File: src/rtl/core/pts_pkg.sv
// ----------------------------------------------------------------------------
// pts_pkg
// Shared types and constants for the priority task scheduler.
// ----------------------------------------------------------------------------
package pts_pkg;

  localparam int MAX_TASKS     = 8;
  localparam int DEF_NUM_TASKS = 8;
  localparam int TASK_W        = 3;
  localparam int PRIO_W        = 8;
  localparam int TIME_W        = 32;
  localparam int CMD_W         = 3;
  localparam int STATUS_W      = 2;
  localparam int CFG_W         = MAX_TASKS * PRIO_W;
  localparam int MARK_W        = 3;

  // task mark bit positions
  localparam int MARK_TIMEOUT = 0;
  localparam int MARK_BLOCKED = 1;
  localparam int MARK_WAITING = 2;

  typedef enum logic [CMD_W-1:0] {
    CMD_SCHEDULE = 3'd0,
    CMD_DELAY    = 3'd1,
    CMD_WAIT     = 3'd2,
    CMD_WAKE     = 3'd3,
    CMD_QUERY    = 3'd4
  } pts_cmd_t;

  typedef enum logic [STATUS_W-1:0] {
    STS_OK          = 2'd0,
    STS_NO_RUNNABLE = 2'd1,
    STS_NO_CURRENT  = 2'd2
  } pts_status_t;

  typedef enum logic [2:0] {
    ST_IDLE,
    ST_DISPATCH,
    ST_UPDATE,
    ST_SCAN,
    ST_DRAIN,
    ST_FINISH
  } pts_state_t;

  // controller -> datapath
  typedef struct packed {
    logic load;    // capture the input item
    logic upd;     // delay / wait update of the current task
    logic wake;    // clear the target task
    logic issue;   // read the next task entry into the eval stage
    logic finish;  // result taken into the output register
  } pts_ctl_t;

  // datapath -> controller
  typedef struct packed {
    logic [CMD_W-1:0] cmd;
    logic             cur_valid;
    logic             last_issue;
  } pts_sts_t;

  typedef struct packed {
    logic [STATUS_W-1:0] status;
    logic [TASK_W-1:0]   chosen_task;
    logic                switched;
    logic                resumed_by_timeout;
    logic [TIME_W-1:0]   wait_left;
  } pts_res_t;

endpackage

File: src/rtl/core/pts_ctrl.sv
// ----------------------------------------------------------------------------
// pts_ctrl
// Command sequencer: dispatch, task update, entry scan and result hand-off.
// ----------------------------------------------------------------------------
module pts_ctrl
  import pts_pkg::*;
(
  input  logic     clk,
  input  logic     rst_n,
  input  logic     in_valid,
  output logic     in_ready,
  input  logic     out_free,
  input  pts_sts_t sts,
  output pts_ctl_t ctl
);

  pts_state_t state_r, state_nxt;

  always_ff @(posedge clk) begin
    if (!rst_n) begin
      state_r <= ST_IDLE;
    end else begin
      state_r <= state_nxt;
    end
  end

  always_comb begin
    state_nxt = state_r;
    case (state_r)
      ST_IDLE: begin
        if (in_valid) state_nxt = ST_DISPATCH;
      end
      ST_DISPATCH: begin
        if (sts.cmd inside {CMD_SCHEDULE, CMD_QUERY}) begin
          state_nxt = ST_SCAN;
        end else if (sts.cmd inside {CMD_DELAY, CMD_WAIT}) begin
          state_nxt = sts.cur_valid ? ST_UPDATE : ST_FINISH;
        end else begin
          state_nxt = ST_FINISH;
        end
      end
      ST_UPDATE: state_nxt = ST_SCAN;
      ST_SCAN: begin
        if (sts.last_issue) state_nxt = ST_DRAIN;
      end
      ST_DRAIN:  state_nxt = ST_FINISH;
      ST_FINISH: begin
        if (out_free) state_nxt = ST_IDLE;
      end
      default:   state_nxt = ST_IDLE;
    endcase
  end

  always_comb begin
    in_ready   = (state_r == ST_IDLE);
    ctl.load   = in_valid && (state_r == ST_IDLE);
    ctl.upd    = (state_r == ST_UPDATE);
    ctl.wake   = (state_r == ST_DISPATCH) && (sts.cmd == CMD_WAKE);
    ctl.issue  = (state_r == ST_SCAN);
    ctl.finish = (state_r == ST_FINISH) && out_free;
  end

endmodule

File: src/rtl/core/pts_dp.sv
// ----------------------------------------------------------------------------
// pts_dp
// Task table, priority register and the two-stage entry scan.
// ----------------------------------------------------------------------------
module pts_dp
  import pts_pkg::*;
#(
  parameter int NUM_TASKS = DEF_NUM_TASKS
)
(
  input  logic                clk,
  input  logic                rst_n,
  input  logic                cfg_wr_en,
  input  logic [CFG_W-1:0]    cfg_wr_data,
  input  logic [CMD_W-1:0]    in_cmd,
  input  logic [TIME_W-1:0]   in_now_ms,
  input  logic [TIME_W-1:0]   in_delay_ms,
  input  logic                in_forever_req,
  input  logic [TASK_W-1:0]   in_target_task,
  input  pts_ctl_t            ctl,
  output pts_sts_t            sts,
  output pts_res_t            res
);

  localparam int TW = (NUM_TASKS > 1) ? $clog2(NUM_TASKS) : 1;

  logic [CFG_W-1:0]  prio_r;
  logic [CMD_W-1:0]  cmd_r;
  logic [TIME_W-1:0] now_r;
  logic [TIME_W-1:0] len_r;
  logic              forever_r;
  logic [TASK_W-1:0] target_r;

  logic [MARK_W-1:0] marks_r [NUM_TASKS];
  logic [TIME_W-1:0] start_r [NUM_TASKS];
  logic [TIME_W-1:0] wlen_r  [NUM_TASKS];
  logic [TW-1:0]     cur_idx_r;
  logic              cur_valid_r;

  logic [TW-1:0]     cnt_r;

  // eval stage
  logic              p_vld_r;
  logic [TW-1:0]     p_idx_r;
  logic [MARK_W-1:0] p_marks_r;
  logic [TIME_W-1:0] p_len_r;
  logic [TIME_W-1:0] p_gone_r;
  logic [PRIO_W-1:0] p_prio_r;

  // accumulators
  logic              found_r;
  logic [TW-1:0]     best_r;
  logic [PRIO_W-1:0] best_prio_r;
  logic              best_to_r;
  logic              zero_hit_r;
  logic [TIME_W-1:0] least_r;

  logic              is_query;
  logic              e_wait, e_blk, e_expired, e_cand, e_cand_to, e_take;
  logic [TIME_W:0]   q_diff;
  logic              q_expired;
  logic              wake_ok;

  assign is_query = (cmd_r == CMD_QUERY);
  assign wake_ok  = ({1'b0, target_r} < (TASK_W + 1)'(NUM_TASKS));

  always_comb begin
    e_wait    = p_marks_r[MARK_WAITING];
    e_blk     = p_marks_r[MARK_BLOCKED];
    e_expired = p_gone_r > p_len_r;
    e_cand    = !e_blk && (!e_wait || e_expired);
    e_cand_to = e_wait ? 1'b1 : p_marks_r[MARK_TIMEOUT];
    e_take    = e_cand && (!found_r || (p_prio_r < best_prio_r));
    q_diff    = {1'b0, p_len_r} - {1'b0, p_gone_r};
    q_expired = q_diff[TIME_W] || (q_diff[TIME_W-1:0] == '0);
  end

  always_ff @(posedge clk) begin
    if (!rst_n) begin
      prio_r <= '0;
    end else if (cfg_wr_en) begin
      prio_r <= cfg_wr_data;
    end
  end

  always_ff @(posedge clk) begin
    if (ctl.load) begin
      cmd_r     <= in_cmd;
      now_r     <= in_now_ms;
      len_r     <= in_delay_ms;
      forever_r <= in_forever_req;
      target_r  <= in_target_task;
    end
  end

  // marks: update, wake and expiry never fall in the same cycle
  always_ff @(posedge clk) begin
    if (!rst_n) begin
      for (int i = 0; i < NUM_TASKS; i++) marks_r[i] <= '0;
    end else if (ctl.upd) begin
      if (cmd_r == CMD_WAIT && forever_r) begin
        marks_r[cur_idx_r][MARK_BLOCKED] <= 1'b1;
      end else begin
        marks_r[cur_idx_r][MARK_TIMEOUT] <= 1'b0;
        marks_r[cur_idx_r][MARK_WAITING] <= 1'b1;
      end
    end else if (ctl.wake && wake_ok) begin
      marks_r[target_r[TW-1:0]] <= '0;
    end else if (p_vld_r && !is_query && !e_blk && e_wait && e_expired) begin
      marks_r[p_idx_r][MARK_WAITING] <= 1'b0;
      marks_r[p_idx_r][MARK_TIMEOUT] <= 1'b1;
    end
  end

  always_ff @(posedge clk) begin
    if (ctl.upd && !(cmd_r == CMD_WAIT && forever_r)) begin
      start_r[cur_idx_r] <= now_r;
      wlen_r[cur_idx_r]  <= len_r;
    end else if (ctl.wake && wake_ok) begin
      start_r[target_r[TW-1:0]] <= '0;
      wlen_r[target_r[TW-1:0]]  <= '0;
    end else if (p_vld_r && !is_query && !e_blk && e_wait && e_expired) begin
      start_r[p_idx_r] <= '0;
      wlen_r[p_idx_r]  <= '0;
    end
  end

  always_ff @(posedge clk) begin
    if (!rst_n) begin
      cur_idx_r   <= '0;
      cur_valid_r <= 1'b0;
    end else if (ctl.finish && found_r) begin
      cur_idx_r   <= best_r;
      cur_valid_r <= 1'b1;
    end
  end

  // issue stage
  always_ff @(posedge clk) begin
    if (!rst_n) begin
      p_vld_r <= 1'b0;
      cnt_r   <= '0;
    end else begin
      p_vld_r <= ctl.issue;
      if (ctl.load) begin
        cnt_r <= '0;
      end else if (ctl.issue) begin
        cnt_r <= cnt_r + 1'b1;
      end
    end
  end

  always_ff @(posedge clk) begin
    if (ctl.issue) begin
      p_idx_r   <= cnt_r;
      p_marks_r <= marks_r[cnt_r];
      p_len_r   <= wlen_r[cnt_r];
      p_gone_r  <= now_r - start_r[cnt_r];
      p_prio_r  <= prio_r[cnt_r * PRIO_W +: PRIO_W];
    end
  end

  // eval stage
  always_ff @(posedge clk) begin
    if (!rst_n) begin
      found_r    <= 1'b0;
      zero_hit_r <= 1'b0;
      least_r    <= '1;
    end else if (ctl.load) begin
      found_r    <= 1'b0;
      zero_hit_r <= 1'b0;
      least_r    <= '1;
    end else if (p_vld_r) begin
      if (is_query) begin
        if (e_wait) begin
          if (q_expired) begin
            zero_hit_r <= 1'b1;
          end else if (q_diff[TIME_W-1:0] < least_r) begin
            least_r <= q_diff[TIME_W-1:0];
          end
        end
      end else if (e_take) begin
        found_r <= 1'b1;
      end
    end
  end

  always_ff @(posedge clk) begin
    if (p_vld_r && !is_query && e_take) begin
      best_r      <= p_idx_r;
      best_prio_r <= p_prio_r;
      best_to_r   <= e_cand_to;
    end
  end

  always_comb begin
    sts.cmd        = cmd_r;
    sts.cur_valid  = cur_valid_r;
    sts.last_issue = (cnt_r == TW'(NUM_TASKS - 1));
  end

  always_comb begin
    res = '0;
    case (cmd_r)
      CMD_SCHEDULE, CMD_DELAY, CMD_WAIT: begin
        if ((cmd_r != CMD_SCHEDULE) && !cur_valid_r) begin
          res.status = STS_NO_CURRENT;
        end else if (found_r) begin
          res.status             = STS_OK;
          res.chosen_task        = TASK_W'(best_r);
          res.switched           = 1'b1;
          res.resumed_by_timeout = best_to_r;
        end else begin
          res.status = STS_NO_RUNNABLE;
        end
      end
      CMD_QUERY: res.wait_left = zero_hit_r ? '0 : least_r;
      default:   res = '0;
    endcase
  end

endmodule

File: src/rtl/core/priority_task_scheduler_with_timeouts.sv
// ----------------------------------------------------------------------------
// priority_task_scheduler_with_timeouts
// Fixed-priority task selector with timed waits, one result per command.
// ----------------------------------------------------------------------------
// Usage:
//   Input channel (in_valid/in_ready) carries one command item. Each item
//   produces exactly one result item on the out_valid/out_ready channel.
//   cfg_wr_en/cfg_wr_data load the 64-bit packed priority word; write it only
//   while no command is in flight.
// Timing:
//   An item is taken only in the idle state. Schedule and query items scan
//   the task table once, one entry per cycle through a two-stage read/eval
//   path; delay and wait first update the current task and then scan the
//   table as well. Wake, rejected delay/wait and unknown commands go
//   straight to the result. in_ready is back in the cycle where out_valid
//   rises, so a new item is taken only once the last result is registered.
// Reset:
//   rst_n (sync, active low) clears all task marks, the priority word and
//   the current-task valid flag; no task is current afterwards.
// Stall:
//   The result sits in an output register. While it is full and out_ready is
//   low the sequencer waits in its final state, but idle it takes new items.
// ----------------------------------------------------------------------------
module priority_task_scheduler_with_timeouts
  import pts_pkg::*;
#(
  parameter int NUM_TASKS = DEF_NUM_TASKS
)
(
  input  logic                clk,
  input  logic                rst_n,
  // configuration
  input  logic                cfg_wr_en,
  input  logic [CFG_W-1:0]    cfg_wr_data,
  // command items
  input  logic                in_valid,
  output logic                in_ready,
  input  logic [CMD_W-1:0]    in_cmd,
  input  logic [TIME_W-1:0]   in_now_ms,
  input  logic [TIME_W-1:0]   in_delay_ms,
  input  logic                in_forever_req,
  input  logic [TASK_W-1:0]   in_target_task,
  // result items
  output logic                out_valid,
  input  logic                out_ready,
  output logic [STATUS_W-1:0] out_status,
  output logic [TASK_W-1:0]   out_chosen_task,
  output logic                out_switched,
  output logic                out_resumed_by_timeout,
  output logic [TIME_W-1:0]   out_wait_left
);

  pts_ctl_t ctl;
  pts_sts_t sts;
  pts_res_t res;
  pts_res_t out_r;
  logic     out_valid_r;
  logic     out_free;

  // output register can take a result when empty or being drained
  assign out_free = !out_valid_r || out_ready;

  pts_ctrl u_ctrl (
    .clk      (clk),
    .rst_n    (rst_n),
    .in_valid (in_valid),
    .in_ready (in_ready),
    .out_free (out_free),
    .sts      (sts),
    .ctl      (ctl)
  );

  pts_dp #(
    .NUM_TASKS (NUM_TASKS)
  ) u_dp (
    .clk            (clk),
    .rst_n          (rst_n),
    .cfg_wr_en      (cfg_wr_en),
    .cfg_wr_data    (cfg_wr_data),
    .in_cmd         (in_cmd),
    .in_now_ms      (in_now_ms),
    .in_delay_ms    (in_delay_ms),
    .in_forever_req (in_forever_req),
    .in_target_task (in_target_task),
    .ctl            (ctl),
    .sts            (sts),
    .res            (res)
  );

  // result register
  always_ff @(posedge clk) begin
    if (!rst_n) begin
      out_valid_r <= 1'b0;
    end else if (ctl.finish) begin
      out_valid_r <= 1'b1;
    end else if (out_ready) begin
      out_valid_r <= 1'b0;
    end
  end

  always_ff @(posedge clk) begin
    if (ctl.finish) begin
      out_r <= res;
    end
  end

  assign out_valid              = out_valid_r;
  assign out_status             = out_r.status;
  assign out_chosen_task        = out_r.chosen_task;
  assign out_switched           = out_r.switched;
  assign out_resumed_by_timeout = out_r.resumed_by_timeout;
  assign out_wait_left          = out_r.wait_left;

  // an accepted item keeps the input side closed on the next cycle
  a_one_in_flight: assert property (
    @(posedge clk) disable iff (!rst_n)
    (in_valid && in_ready) |=> !in_ready
  ) else $error("new item taken while one is in flight");

  // no chosen task or timeout flag without a switch
  a_no_switch_fields: assert property (
    @(posedge clk) disable iff (!rst_n)
    (out_valid && !out_switched) |-> (out_chosen_task == '0 && !out_resumed_by_timeout)
  ) else $error("chosen fields set without a switch");

  // a sleep time only comes from a query, which never switches
  a_sleep_only_query: assert property (
    @(posedge clk) disable iff (!rst_n)
    (out_valid && out_wait_left != '0) |-> (!out_switched && out_status == STS_OK)
  ) else $error("sleep time on a scheduling result");

  // a result is loaded only into a free output register
  a_no_overwrite: assert property (
    @(posedge clk) disable iff (!rst_n)
    (out_valid && !out_ready) |=> (out_valid && $stable(out_wait_left))
  ) else $error("pending result overwritten");

endmodule
File: config.mk
export PLATFORM = sky130hd
export DESIGN_NAME = priority_task_scheduler_with_timeouts
export DESIGN_NICKNAME = d
export VERILOG_FILES = /design/src/rtl/core/pts_pkg.sv /design/src/rtl/core/pts_ctrl.sv /design/src/rtl/core/pts_dp.sv /design/src/rtl/core/priority_task_scheduler_with_timeouts.sv
export SDC_FILE = /design/constraint.sdc
export NUM_CORES = 1
export LEC_CHECK = 0
export BUFFER_PORTS_ARGS = -buffer_cell sky130_fd_sc_hd__buf_4
export CORE_AREA = 2 2 377 230
export CTS_BUF_LIST = sky130_fd_sc_hd__clkbuf_4 sky130_fd_sc_hd__clkbuf_8
export DETAILED_ROUTE_END_ITERATION = 8
export DIE_AREA = 0 0 379 232
export GPL_TIMING_DRIVEN = 0
export PLACE_DENSITY = 0.71
export SYNTH_ARGS = -nofsm -noshare
export SYNTH_HDL_FRONTEND = slang
export SYNTH_SLANG_ARGS = --single-unit
File: constraint.sdc
create_clock -name clk -period 12.4 [get_ports clk]
set_clock_uncertainty 0.1 [all_clocks]
set_input_delay 2.48 -clock clk [delete_from_list [all_inputs] [get_ports clk]]
set_output_delay 2.48 -clock clk [all_outputs]
set_load 0.005 [all_outputs]
# == Word-level counts from Yosys, hierarchy flattened ==
# Memories as Yosys holds them, arrays and structs flattened. A register that Yosys moved wholly into a read port is not among the register bits.
# Index checks and enable logic that the tools add are counted.
# classes
add_sub_neg,3
n_lt_le_gt_ge,3
n_eq_ne,13
shifts,1
mux,59
n_bitwise,5
n_reduce_logical,48
# op_table
op,n
32-bit 2-to-1 mux,4
32-bit OR reduction,4
64-bit by 7-bit variable part select with 8-bit output,1
3-bit 2-to-1 mux,18
32-bit by 32-bit subtractor with 33-bit output,1
32-bit > comparator,1
32-bit logical NOT,1
32-bit < comparator,1
32-bit subtractor,1
1-bit 2-to-1 mux,31
3-bit case mux with 6 select lines,1
3-bit OR reduction,5
1-bit logical AND,14
3-bit by 2-bit == test with 1-bit output (second input constant),4
3-bit == test (second input constant),4
2-bit 2-to-1 mux,5
8-bit < comparator,1
1-bit logical NOT,7
3-bit by 1-bit == test with 1-bit output (second input constant),2
3-bit logical NOT,2
3-bit AND reduction,2
2-bit nonzero test,3
2-bit OR reduction,3
1-bit inverter,5
other kinds (7),11
# totals
register_bits,275
mem_bits_rw,536
in_bits,140
output_inout_bits,41
wordCells,162
memories,3
# memory_table
memory,words,width,rd,rd_ports_with_merged_regs,wr,line_no,source
u_dp.start_r,8,32,1,1,1,pts_dp.sv:35,logic [TIME_W-1:0] start_r [NUM_TASKS];
u_dp.wlen_r,8,32,1,1,1,pts_dp.sv:36,logic [TIME_W-1:0] wlen_r [NUM_TASKS];
u_dp.marks_r,8,3,1,1,8,pts_dp.sv:34,logic [MARK_W-1:0] marks_r [NUM_TASKS];

# == Longest topological paths before layout ==
# Gate-level depths: netlist (run 1).
# logic_depth
word_depth,13
ltp_mapped,22
mapped_depth_nobuf,20

# == Hierarchy ==
# A second synthesis (run 1) with hierarchy kept.
# unflattened
hier_cells,2322
hier_area_um2,36565.1
# modules_own_cells
mod,n_inst,cells_per_inst,area_per_inst_um2
pts_dp,1,2243,35068.6
priority_task_scheduler_with_timeouts,1,43,1219.9
pts_ctrl,1,36,276.5

# == Least setup slack after synthesis (run 1) ==
# No wires, ideal clock.
# synth_timing
path_kind,register to register
start,register u_dp.p_len_r[1] (read register of u_dp.wlen_r)
end,"memory u_dp.start_r[0][0], enable pin"
setup_ps,486
arrival_ps,5233
t_required_ps,11814
path_slack_ps,6581
path_stages_with_launch,12
path_buffers,0
cell_sequence,edfxtp_1 > ha_1 > nor2b_1 > o2111a_2 > or3_4 > a41oi_2 > a21o_1 > o21ai_1 > o21ai_0 > a31oi_1 > or2_2 > nor2_1
# synth_via
elab_chain_cells,8
elab_cells_between_ends,9
# synth_rtl
element,line_no,source
from (decl),pts_dp.sv:46,logic [TIME_W-1:0] p_len_r;
32-bit > comparator *,pts_dp.sv:70,e_expired = p_gone_r > p_len_r;
1-bit logical AND *,pts_dp.sv:122,end else if (p_vld_r && !is_query && !e_blk && e_wait && e_expired) begin
1-bit 2-to-1 mux *,pts_dp.sv:122,
1-bit 2-to-1 mux *,pts_dp.sv:119,end else if (ctl.wake && wake_ok) begin
1-bit 2-to-1 mux *,pts_dp.sv:116,if (ctl.upd && !(cmd_r == CMD_WAIT && forever_r)) begin
1-bit 2-to-1 mux (not written as such) *,pts_dp.sv:123,start_r[p_idx_r] <= '0;
32-bit OR reduction (no line),n/a,
3-bit 2-to-1 mux (no line) or 1-bit 2-to-1 mux (tied branches),n/a,
to (decl),pts_dp.sv:35,
# Every way passes the cells marked *; elsewhere a longest branch is shown, timed or not.

==> summary.txt, run 1 <==
Final HPWL DP = 62.8 mm
Post-layout nets = 2943
CP endpoint = u_dp.p_gone_r[30]$_DFFE_PP_
Tot Pwr = 6.30 mW
Metal3 WL = 8.36 mm
DIE AREA = 0.0879 mm^2
Chip height = 232 um
Share of layout cells above drive strength 1 = 0.227
Top FF cell, synth = edfxtp_1
Clock slew at reported path FFs = 0.07 ns
R2R depth = 16
Seq/Total Area, Yosys = 0.661
Max VDD drop = 0.0890 mV
Syn Nets = 2619
DRT Pass-1 Iters = 6
R2R Setup Slk = 6.05 ns
Yosys warning count = 0
First-pass GRT wire length = 135 mm
Clock Root Buffer = clkbuf_8
Period utilization = 0.512
Synthesized area per cell = 15.5 um^2
Routability Congestion = 0.913
Reg-to-Reg End = u_dp.p_gone_r[30]$_DFFE_PP_
Row count = 83
Setup crit start kind = register
Clock Sinks = 849
Met1 wire length = 40.4 mm
Overflow after GRT = 0
Post-cts resize count = 0
WHS = 0.355 ns
Die width = 379 um
Count of cell types in the netlist = 77
Post-CTS Setup Inserts = 0
Clock Tree Buf Depth = 3
DRT iter0 DRCs = 2114
Routed met2 length = 38.8 mm
Initial antenna violation count = 3
Hold Crit Class = reg2reg
Worst-Skew Late Latency = 0.81 ns
Fillcell total = 7056
Leakage power figure = 15.1 nW
Flops & latches, synth = 849
Run status = finished, final reports clean
RSZ-0062 raised after global routing = false
GRT Total Usage = 0.205
Highest metal used = met4
Setup tns final = 0 ns
Vias after detailed routing = 22100
Largest net degree at the start of global routing = 69
Final Hold Violating Endpoints = 0
Initial core utilization = 0.436
Crit end category = register
IO Port Bufs = 178
Inserted Clock Buffers = 120
H-Tree Depth = 3
Top-level port count = 181
Hold Buf Count CTS = 0
Syn Inst Count = 2374
Post-synth ARST share = 0
Syn Std Cell Area = 0.0369 mm^2
Core area = 0.0845 mm^2
TritonCTS clock tree = built
Crit Path Category = reg2reg
Max Cap Viol = 0
DRC Markers = 0
WL/cell = 22.6 um
Placement Cell Area = 0.0402 mm^2
Routed Wire Length = 89.4 mm
Synth-to-layout area growth = 15.7%
Number of synthesized flops with an enable pin = 736
Final non-filler cell area = 0.0426 mm^2
Slew @ Worst Pin = 1.23 ns
Final setup viols = 0
Finished Core Util = 0.504
Critical Path RT = 12.73 ns
Vias in the first global route = 22100
Max transition margin = 0.179
Pwr dens = 148 mW/mm^2
Critical Path AT = 6.68 ns
Critical Path Fanout Max = 10
Post-layout min period = 6.35 ns
Vias per cell = 5.61
Routed Antenna Nets = 0
Fmax = 157 MHz
Final slew viol count = 0
cell families after synthesis:
family,count (synthesis),share of synthesized area
mux,327,0.141
simple gates,550,0.0744
flops,849,0.661
fa+ha+maj,106,0.0363
xor+xnor,50,0.0119
buf+inv,213,0.0236
compound gates,279,0.0514
metal layers:
| metal | track usage | vias to the layer above |
|---|---|---|
| met4 | 0.0588 | 0 |
| met3 | 0.0458 | 146 |
| met1 | 0.308 | 11100 |
| li1 | - | 9873 |
| met5 | 0 | - |
| met2 | 0.298 | 977 |
registers in the layout, summed over array words and instances (netlist names), 2 cells and up, named ones only:
register	flops
u_dp.p_idx_r	3
u_dp.cnt_r	3
u_dp.cmd_r	3
out_wait_left	32
u_ctrl.state_r	3
u_dp.least_r	32
u_dp.wlen_r	256
out_chosen_task	3
u_dp.p_prio_r	8
u_dp.marks_r	24
u_dp.p_gone_r	32
u_dp.best_r	3
u_dp.len_r	32
out_status	2
u_dp.start_r	256
u_dp.prio_r	64
u_dp.best_prio_r	8
u_dp.p_len_r	32
u_dp.p_marks_r	3
u_dp.target_r	3
u_dp.cur_idx_r	3
u_dp.now_r	32
synthesized netlist by cell type, types with 16 or more instances:
cell,instances,area [um^2]
a21o_1,37,278
a21oi_1,71,355
and2_1,43,269
and3_1,71,444
buf_1,18,67.6
clkbuf_1,82,308
dfxtp_1,113,2260
edfxtp_1,736,22100
ha_1,103,1290
inv_1,102,383
mux2_2,45,507
mux2i_1,132,1320
mux4_2,150,3380
nand2_1,64,240
nand3_1,32,160
nand4_1,16,100
nor2_1,199,747
nor3_1,52,260
o21a_1,23,173
o21ai_0,41,205
o31ai_1,24,180
xnor2_1,36,315
power by group:
| group | internal, mW | leakage, nW | switching (mW) | total, mW |
|---|---|---|---|---|
| registers | 3.31 | 7.63 | 0.0508 | 3.36 |
| clock network | 1.15 | 1.29 | 1.08 | 2.22 |
| logic | 0.259 | 6.19 | 0.460 | 0.719 |
| total | 4.71 | 15.1 | 1.59 | 6.30 |
layout by cell type (no fill, tap or decap), types with 28 or more instances in the layout:
master and instances:
nor3_1 52, a21o_1 37, a21oi_1 71, xnor2_1 36, and3_1 71, nor2_1 191
inv_1 101, nand2_1 64, mux2_2 45, mux4_2 150, buf_4 178, ha_1 103
dfxtp_1 113, clkbuf_1 82, clkinv_1 28, and2_1 42, o21ai_0 41, clkbuf_8 127
clkbuf_4 37, mux2i_1 132, edfxtp_1 736, nand3_1 32
area by class of cell:
type	count	area (um^2)	area share
Clock inverter	57	392	0.00919
Tap cell	1147	1440	0.0337
Sequential cell	849	24400	0.572
Buffer	110	483	0.0113
Clock buffer	164	2030	0.0475
Multi-Input combinational cell	1312	11700	0.274
Inverter	103	389	0.00913
Antenna cell	2	5.00	0.000117
Timing Repair Buffer	202	1850	0.0433
critical path: stages, from the launching register on:
cell	delay, ns
dfxtp_1	0.32
clkbuf_1	0.62
buf_1	0.79
mux4_2	0.60
mux2_2	0.29
ha_1	0.23
fa_1	0.44
nor2b_1	0.19
o2111ai_1	0.15
a21oi_1	0.24
o31a_1	0.21
o21ai_0	0.19
o21bai_1	0.23
and4_1	0.25
or2_2	0.13
a21oi_1	0.08
o311ai_0	0.91
how the worst min path moves through the flow:
stage	startpoint	end	slack, ns	cells past startpoint
3_3_place_gp	u_dp.p_prio_r[0]$_DFFE_PP_	u_dp.best_prio_r[0]$_DFFE_PP_	0.34	0
5_1_grt	u_dp.p_prio_r[5]$_DFFE_PP_	u_dp.best_prio_r[5]$_DFFE_PP_	0.37	0
3_5_place_dp	u_dp.p_prio_r[7]$_DFFE_PP_	u_dp.best_prio_r[7]$_DFFE_PP_	0.34	0
2_1_floorplan	u_dp.p_prio_r[0]$_DFFE_PP_	u_dp.best_prio_r[0]$_DFFE_PP_	0.32	0
4_1_cts	u_dp.p_prio_r[7]$_DFFE_PP_	u_dp.best_prio_r[7]$_DFFE_PP_	0.36	0
6_report	u_dp.p_prio_r[1]$_DFFE_PP_	u_dp.best_prio_r[1]$_DFFE_PP_	0.35	0
through the flow:
step                      worst slack, ns  instances
after detailed placement             6.24       3723
after floorplan                      6.58       2374
after global placement               2.35       3699
final                                6.05       3946
after global routing                 5.85       3945
after CTS                            6.19       3944
(Power assumes the default switching activity.)
==> run 2, diff against run 1 <==
Settings changed: PLACE_DENSITY 0.71 to 0.73.
Clock period 12.4 ns to 5.55 ns, I/O delays scaled along.
==> summary.txt, run 2 (same netlist as run 1, synthesis figures left out) <==
Die width = 379 um (unchanged)
Commonest non-fill, non-tap cell in the layout = edfxtp_1
Leakage power figure = 15.1 nW (+0.11%)
Hold Buf Count CTS = 0 (unchanged)
Chip height = 232 um (unchanged)
Clock Tree Buf Depth = 3 (unchanged)
Post-layout min period = 5.35 ns (-0.997 ns)
Hold Crit Class = reg2reg
First-pass GRT wire length = 134 mm (-0.46%)
Critical Path AT = 5.80 ns (-0.88 ns)
Max stage delay on crit path = 0.57 ns (-0.34 ns)
Clock slew at reported path FFs = 0.07 ns (about the same)
DRT iter0 DRCs = 2412 (+14%)
Fillcell total = 7015 (-0.58%)
Tot Pwr = 13.9 mW (+120%)
Max Cap Viol = 0 (unchanged)
Slew @ Worst Pin = 1.18 ns (-0.0492 ns)
DIE AREA = 0.0879 mm^2 (unchanged)
Max VDD drop = 0.210 mV (+140%)
Critical Path Fanout Max = 10 (unchanged)
Final Hold Violating Endpoints = 0 (unchanged)
DRT Pass-1 Iters = 7 (+1)
Crit Path Category = reg2reg
Setup crit start kind = register
Period utilization = 0.965 (+0.453)
Post-layout nets = 2941 (-0.068%)
Clock Root Buffer = clkbuf_8
Worst-Skew Late Latency = 0.82 ns (about the same)
GRT Total Usage = 0.205 (-0.000334)
CP max stage cell = clkbuf_1
DRC Markers = 0 (unchanged)
DP Worst Slack = -0.707 ns (-6.95 ns)
Inserted Clock Buffers = 118 (-1.7%)
Pwr dens = 326 mW/mm^2 (+120%)
Routed Antenna Nets = 0 (unchanged)
Critical Path RT = 5.99 ns (-6.74 ns)
Cells after DPL = 3722 (-0.027%)
FF+latch area = 0.0244 mm^2 (about the same)
Vias in the first global route = 21900 (-0.87%)
Crit end category = register
Worst setup margin = 0.195 ns (-5.85 ns)
Clock Sinks = 849 (unchanged)
Row count = 83 (unchanged)
Vias per cell = 5.61 (+0.14%)
Overflow after GRT = 0 (unchanged)
CP Cell Sequence = clkbuf_1, clkbuf_2, mux4_2, mux2i_1, ha_1, and3_1, a221oi_1, o21ai_0, inv_1, a21oi_1, o2111a_1, o41a_1, and4_1, nor3_1
Core area = 0.0845 mm^2 (unchanged)
Final non-filler cell total = 3943 (-0.076%)
WL/cell = 22.9 um (+0.92%)
Final slew viol count = 0 (unchanged)
Max transition margin = 0.212 (+0.0328)
H-Tree Depth = 3 (unchanged)
Initial core utilization = 0.436 (unchanged)
Largest net degree at the start of global routing = 69 (unchanged)
Final HPWL DP = 63.3 mm (+0.65%)
Area of the multi-input gates = 0.0117 mm^2 (+0.45%)
Top delay family on crit path = compound AO/OA/AOI/OAI gates
Top-level port count = 181 (unchanged)
IO Port Bufs = 178 (unchanged)
TritonCTS clock tree = built
Routed Wire Length = 90.1 mm (+0.85%)
Synth-to-layout area growth = 15.7% (about the same)
Share of layout cells above drive strength 1 = 0.232 (+0.00561)
Initial antenna violation count = 4 (+1)
Run status = finished, final reports clean
Count of buffer and inverter cells on the critical path = 3 (+1)
R2R Setup Slk = 0.20 ns (-5.85 ns)
Fmax = 187 MHz (+19%)
Routability Congestion = 0.901 (-1.3%)
Largest registers = u_dp.start_r x256, u_dp.wlen_r x256, u_dp.prio_r x64
Final setup viols = 0 (unchanged)
Vias after detailed routing = 22100 (+0.063%)
Most frequent cells in the layout = edfxtp_1 (736), nor2_1 (191), buf_4 (180)
[run 2: cell types whose count changed in the layout (fill, tap and decap cells not counted), moves of 3 or more]
cell | previous run | this run
clkbuf_4 | 37 | 29
clkinv_2 | 17 | 21
clkinv_1 | 28 | 32
xnor2_1 | 36 | 32
clkbuf_2 | 0 | 6
buf_12 | 23 | 20
buf_1 | 18 | 11
clkbuf_1 | 82 | 77
clkdlybuf4s15_2 | 0 | 5
xnor2_2 | 0 | 4
[run 2: timing repair]
item,in CTS,in global routing
endpoints found under the setup margin,19,225
buffers inserted,1,1
pin swaps,1,1
resized for setup,11,22
endpoints found under the hold margin,0,0
cloned,0,0
[run 2: path summary, 6_finish.rpt]
kind / start / to / depth (start not counted)
worst max register to register: register / u_dp.p_gone_r[31]$_DFFE_PP_ / 14
worst max-delay path: register / u_dp.p_gone_r[31]$_DFFE_PP_ / 14
worst min-delay path: u_dp.p_prio_r[1]$_DFFE_PP_ / u_dp.best_prio_r[1]$_DFFE_PP_ / 0
worst min register to register: u_dp.p_prio_r[1]$_DFFE_PP_ / u_dp.best_prio_r[1]$_DFFE_PP_ / 0
[run 2: cell type report]
cell class | instances | area share
sequential | 849 | 0.571
multi-input combinational | 1312 | 0.275
clock buffer | 154 | 0.0455
timing repair buffer | 203 | 0.0435
tap | 1147 | 0.0337
buffer | 109 | 0.0123
inverter | 103 | 0.00913
clock inverter | 64 | 0.00895
antenna | 2 | 0.000117
[run 2: metal layers]
layer	routed length, um	global-route usage	up-vias	share of wire
li1	-	-	9870	-
met1	40600	0.302	11100	0.45
met2	38600	0.296	985	0.43
met5	12	0	-	0.00013
met3	9210	0.0595	138	0.10
met4	1730	0.0526	2	0.019
[run 2: metrics by stage]
step / hold slack, ns / instance area [um^2] / utilization / TNS [ns]
after floorplan: 0.317 / 36900 / - / -34.45
after detailed placement: 0.348 / 40200 / 0.476 / -1.50
after global placement: 0.336 / 39600 / 0.469 / -1328.33
after global routing: 0.313 / 42600 / 0.504 / -0.000742
after CTS: 0.276 / 42600 / 0.504 / 0
final: 0.360 / 42600 / 0.504 / 0
[run 2: where the power goes]
part | switching, mW | internal [mW] | leakage (nW)
clock network | 2.41 | 2.39 | 1.23
logic | 1.03 | 0.589 | 6.26
registers | 0.112 | 7.39 | 7.64
total | 3.55 | 10.4 | 15.1
